$ cat config.mk
export PLATFORM = sky130hd
export DESIGN_NAME = tmp_front
export DESIGN_NICKNAME = d
export VERILOG_FILES = /design/src/rtl/tmp_pkg.sv /design/src/rtl/tmp_front.sv
export SDC_FILE = /design/constraint.sdc
export NUM_CORES = 1
export LEC_CHECK = 0
export ABC_AREA = 1
export BUFFER_PORTS_ARGS = -buffer_cell sky130_fd_sc_hd__buf_2
export CORE_MARGIN = 3
export CORE_UTILIZATION = 52
export CTS_BUF_LIST = sky130_fd_sc_hd__clkbuf_16
export CTS_CLUSTER_DIAMETER = 40
export CTS_CLUSTER_SIZE = 14
export DETAILED_ROUTE_END_ITERATION = 10
export GPL_ROUTABILITY_DRIVEN = 0
export PLACE_DENSITY_LB_ADDON = 0.15
export SYNTH_ARGS = -nofsm -noshare
export SYNTH_HDL_FRONTEND = slang
export SYNTH_SLANG_ARGS = --single-unit
$ cat constraint.sdc
create_clock -name clk_i -period 9.7 [get_ports clk_i]
set_clock_uncertainty 0.05 [all_clocks]
set_input_delay 0.97 -clock clk_i [delete_from_list [all_inputs] [get_ports clk_i]]
set_output_delay 0.97 -clock clk_i [all_outputs]
set_load 0.01 [all_outputs]
$ cat src/rtl/tmp_pkg.sv
// ----------------------------------------------------------------------------
// tmp_pkg: shared types and constants of the trapezoid motion profile block
// Holds the item type that passes from the front to the back, the request
// and response types of the shared divider and root units, and the widths.
// ----------------------------------------------------------------------------
package tmp_pkg;

  // Number of fraction bits of the fixed-point values.
  localparam int unsigned FRAC_BITS = 16;

  // Field widths.
  localparam int unsigned VAL_W = 32;
  localparam int unsigned SQR_W = 2 * VAL_W;
  localparam int unsigned TOL_W = 16;

  // Divider widths: the dividend holds the signed-free meet numerator,
  // the divisor holds four times the acceleration.
  localparam int unsigned DIV_W  = SQR_W + 4;
  localparam int unsigned DVS_W  = VAL_W + 2;
  localparam int unsigned DCNT_W = $clog2(DIV_W);
  localparam int unsigned SCNT_W = $clog2(VAL_W);

  // One motion block as it waits in the queue.
  typedef struct packed {
    logic [VAL_W-1:0] entry_speed;
    logic [VAL_W-1:0] nominal_speed;
    logic [VAL_W-1:0] exit_speed;
    logic [VAL_W-1:0] accel_rate;
    logic [VAL_W-1:0] block_length;
    logic             accel_zero;
  } item_t;

  // Divider request and response.
  typedef struct packed {
    logic             start;
    logic [DIV_W-1:0] dividend;
    logic [DVS_W-1:0] divisor;
  } div_req_t;

  typedef struct packed {
    logic             done;
    logic [DIV_W-1:0] quot;
  } div_rsp_t;

  // Square root request and response.
  typedef struct packed {
    logic             start;
    logic [SQR_W-1:0] radicand;
  } sqrt_req_t;

  typedef struct packed {
    logic             done;
    logic [VAL_W-1:0] root;
  } sqrt_rsp_t;

endpackage

$ cat src/rtl/tmp_front.sv
// ----------------------------------------------------------------------------
// tmp_front: request intake and queue
// Accepts motion block requests, flags a zero acceleration and holds up to
// two requests for the back end.
// ----------------------------------------------------------------------------
module tmp_front (
  input  logic                   clk_i,
  input  logic                   rst_ni,
  input  logic                   in_valid_i,
  output logic                   in_ready_o,
  input  logic [31:0]            entry_speed_i,
  input  logic [31:0]            nominal_speed_i,
  input  logic [31:0]            exit_speed_i,
  input  logic [31:0]            accel_rate_i,
  input  logic [31:0]            block_length_i,
  output logic                   item_valid_o,
  output tmp_pkg::item_t         item_o,
  input  logic                   pop_i
);
  import tmp_pkg::*;

  item_t       fifo_q [2];
  item_t       item_in;
  logic        wr_ptr_q, wr_ptr_d;
  logic        rd_ptr_q, rd_ptr_d;
  logic [1:0]  count_q, count_d;
  logic        push;
  logic        pop;

  // Classify the incoming request.
  always_comb begin
    item_in.entry_speed   = entry_speed_i;
    item_in.nominal_speed = nominal_speed_i;
    item_in.exit_speed    = exit_speed_i;
    item_in.accel_rate    = accel_rate_i;
    item_in.block_length  = block_length_i;
    item_in.accel_zero    = (accel_rate_i == '0);
  end

  assign in_ready_o   = (count_q != 2'd2);
  assign item_valid_o = (count_q != 2'd0);
  assign item_o       = fifo_q[rd_ptr_q];
  assign push         = in_valid_i && in_ready_o;
  assign pop          = pop_i && item_valid_o;

  // Queue pointers and fill count.
  always_comb begin
    wr_ptr_d = push ? ~wr_ptr_q : wr_ptr_q;
    rd_ptr_d = pop ? ~rd_ptr_q : rd_ptr_q;
    count_d  = count_q + {1'b0, push} - {1'b0, pop};
  end

  always_ff @(posedge clk_i or negedge rst_ni) begin
    if (!rst_ni) begin
      wr_ptr_q <= 1'b0;
      rd_ptr_q <= 1'b0;
      count_q  <= 2'd0;
    end else begin
      wr_ptr_q <= wr_ptr_d;
      rd_ptr_q <= rd_ptr_d;
      count_q  <= count_d;
    end
  end

  // Queue storage.
  always_ff @(posedge clk_i) begin
    if (push) begin
      fifo_q[wr_ptr_q] <= item_in;
    end
  end

endmodule

# After elaboration in Yosys (flattened, before gate mapping)
# Memory sizes are Yosys's and may differ from the RTL's.
# Cells that the tools add are included.
# word_totals
in_bits,164
elab_cells,15
memories,1
regBits,4
out_inout_bits,163
ram_bits,322
# mem_list
memory,words,width,rd,rd_ports_with_merged_regs,write_ports,line,rtl
fifo_q,2,161,1,0,1,tmp_front.sv:22,item_t fifo_q [2];
# classes
add_sub_neg,2
n_eq_ne,1
n_reduce_logical,4
muxes,2
bitwise,2
# op_table
operator,count
32-bit zero test,1
2-bit by 1-bit adder with 2-bit output,1
1-bit logical AND,2
1-bit two-way mux,2
"2-bit != test, second input constant",1
1-bit inverter,2
2-bit nonzero test,1
2-bit by 1-bit subtractor with 2-bit output,1

# Depth between registers and ports, before layout
# depth
depth_word,4
depth_mapped,7
ltp_nobuf,7

# Worst setup path after synthesis
# OpenSTA, ideal clock, no wires.
# synth_path
kind,input -> register
startpoint,in in_valid_i
endpoint,"mem fifo_q[1][0] (netlist bit), enable pin"
path_slack_ns,1.197
path_buffers,0
t_arrival_ns,7.767
path_stages,2
setup_time_ns,0.685
t_required_ns,8.965
path_cell_list,nand2_1 > nor2_1
# synth_via
elab_chain_len,3
# synth_lines
element,line,rtl
start: declaration,tmp_front.sv:9,"input logic in_valid_i,"
1-bit logical AND,tmp_front.sv:43,assign push = in_valid_i && in_ready_o;
1-bit two-way mux,tmp_front.sv:67,if (push) begin
1-bit two-way mux (not written as such),tmp_front.sv:68,fifo_q[wr_ptr_q] <= item_in;
end: declaration,tmp_front.sv:22,
# No other way between the ends.

==> results.json <==
{
  "drtPass1Iterations": 5,
  "end_kind": "output port",
  "cp_max_fo": 89,
  "ctsResizeCount": 0,
  "worst_pin_slew_ns": 1.06,
  "die_h_um": 158,
  "hp-class": "in -> async",
  "drt-total-wl_um": 25800,
  "cts.clk_slew.worst_paths_ns": 0.06,
  "yosys.area_share.simple": 0.163,
  "synthMuxAreaShare": 0,
  "power_density_nw_per_um2": 321,
  "cts_max_level": 2,
  "ir_drop_mv": 0.174,
  "grt.total_usage": 0.194,
  "dpl.cell_count": 1475,
  "setup_viol": 0,
  "num_antenna_cells": 0,
  "finalCritPeriodShare": 0.454,
  "timing.hold.ws_ns": 0.203,
  "instances_no_fill": 1539,
  "rsz0062_at_grt": "false",
  "first_iter_violations": 570,
  "synth-seq-cells": 326,
  "yosysSeqAreaShare": 0.811,
  "hold_viol": 0,
  "insertion_delay_ns": 0.51,
  "vias_per_cell": 4.94,
  "p_leak_nw": 6.52,
  "synth_nets": 1059,
  "synth.area.top_cells": "edfxtp_1 80%, nand2_1 15%, buf_2 0.91%",
  "synth-xor-area-share": 0.00218,
  "clk_path_buf_depth": 3,
  "required_ns": 8.68,
  "cts_tree": "built",
  "synthAdderAreaFrac": 0.00208,
  "post-cts-setup-buffers": 0,
  "critPathKind": "reg -> out",
  "setup_ws_ns": 5.29,
  "min_period_ns": 4.41,
  "die_w_um": 158,
  "yosysTopAreaCell": "edfxtp_1",
  "dieArea_um2": 25000,
  "grt_pass1_vias": 7094,
  "slew_viol_final": 0,
  "fin_setup_tns_ns": 0,
  "core.rowCount": 55,
  "max-slew-margin-rel": 0.291,
  "syn_inst": 893,
  "cp_data_arrival_time_ns": 3.39,
  "core-area_um2": 22700,
  "antenna_found_initial": 6,
  "final_nets": 1395,
  "port_buffers": 326,
  "synth_top_family_by_area": "simple AND/OR/NAND/NOR gates",
  "syn_avg_cell_area_um2": 13.5,
  "grt_pass1_wl_um": 37400,
  "ios": 327,
  "cts_made_buffers": 37,
  "synth_top_area_share": 0.803,
  "cts_sinks": 326,
  "post-place-ws_ns": 5.74,
  "cap_violations": 0,
  "grt_max_degree": 90,
  "drc": 0,
  "drtAntennaViolNets": 0,
  "syn2layout_area_growth_pct": 25.5,
  "clock-root-buffer": "clkbuf_16",
  "grt.overflow.total": 0,
  "netlist-cell-type-count": 14,
  "holdBufCountCts": 0,
  "synthesis.area_um2": 12000,
  "initial_core_util": 0.530,
  "nFillCells": 1670,
  "status": "completed",
  "num_vias": 7595,
  "layout-drive-gt1-share": 0.317,
  "yosys_warnings": 0,
  "fmax_ghz": 0.227,
  "wire_per_inst_um": 16.8,
  "startpoint_type": "flop",
  "synth_compound_area_frac": 0.000415,
  "dp_hpwl_um": 16100
}
-- cell usage after synthesis --
cell,count
inv_4,1
xnor2_1,2
xor2_1,1
edfxtp_1,322
a21oi_1,1
ha_1,2
or2_2,1
nand2_1,496
dfrtp_1,4
buf_2,22
nor2_1,24
inv_1,4
buf_6,9
buf_4,4
-- logic make-up (layout without fill, tap and decap cells) --
logic type	Yosys count	in the layout
simple gates	521	521
flops	326	326
buf+inv	40	401
xor+xnor	3	3
fa+ha+maj	2	2
compound gates	1	1
-- layout make-up --
cell class,instances,area (um2),share of cell area
repair buffers,332,1680,0.111
flip-flops and latches,326,9770,0.646
clock buffers,39,976,0.0645
clock inverters,25,288,0.0190
inverters,5,21.3,0.00141
multi-input cells,527,2030,0.134
well taps,285,357,0.0236
-- worst max-delay path, cell delays in order (launching register included) --
cell	delay [ns]
dfrtp_4	0.79
inv_4	0.73
buf_4	0.84
nand2_1	0.12
nand2_1	0.15
buf_2	0.15
-- placed cells by master, fill, tap and decap left out --
cell type,Yosys,final
nor2_1,24,22
ha_1,2,2
edfxtp_1,322,322
xor2_1,1,1
nand2_1,496,496
inv_8,0,1
inv_4,1,1
clkbuf_16,0,39
inv_1,4,6
clkinv_1,0,2
nor2_4,0,2
dfrtp_1,4,3
buf_4,4,6
inv_6,0,3
clkinv_4,0,4
bufinv_16,0,5
buf_2,22,326
xnor2_1,2,2
clkinvlp_4,0,4
dfrtp_4,0,1
clkinv_2,0,4
or2_2,1,1
a21oi_1,1,1
-- sequential cells by signal, summed over array words and instances, names as in the netlist --
signal / count
wr_ptr_q: 1
rd_ptr_q: 1
count_q: 2
fifo_q: 322
-- final timing paths --
check	from	end	slack, ns	cells past startpoint
setup / recovery	rd_ptr_q$_DFFE_PN0P_	item_o[142]	5.29	5
hold / removal	rst_ni	wr_ptr_q$_DFFE_PN0N_	0.20	1
setup reg to reg	count_q[1]$_DFF_PN0_	fifo_q[0][150]$_DFFE_PP_	7.10	4
hold reg to reg	count_q[0]$_DFF_PN0_	count_q[0]$_DFF_PN0_	0.49	1
max in group asynchronous	rst_ni	rd_ptr_q$_DFFE_PN0P_	9.26	1
min in group clk_i	count_q[0]$_DFF_PN0_	count_q[0]$_DFF_PN0_	0.49	1
-- layer usage --
metal	track usage	vias up	wire length, um
met1	0.242	3549	9970
li1	-	3689	-
met2	0.321	295	12700
met5	0	-	82
met3	0.0722	50	2610
met4	0.0582	12	520
-- through the flow --
stage	power (mW)	utilization	instance area [um2]
after floorplan	2.98	-	12000
after global placement	3.47	0.610	13900
after detailed placement	3.49	0.610	13900
after CTS	4.91	0.666	15100
after global routing	5.13	0.666	15100
final	4.85	0.666	15100
-- power by group --
part | leakage, nW | switching (mW) | internal [mW]
clock | 0.617 | 0.545 | 0.870
sequential | 3.04 | 0.118 | 1.93
combinational | 2.87 | 0.945 | 0.448
total | 6.52 | 1.61 | 3.24
No activity file was read; power rests on OpenSTA's default activity.
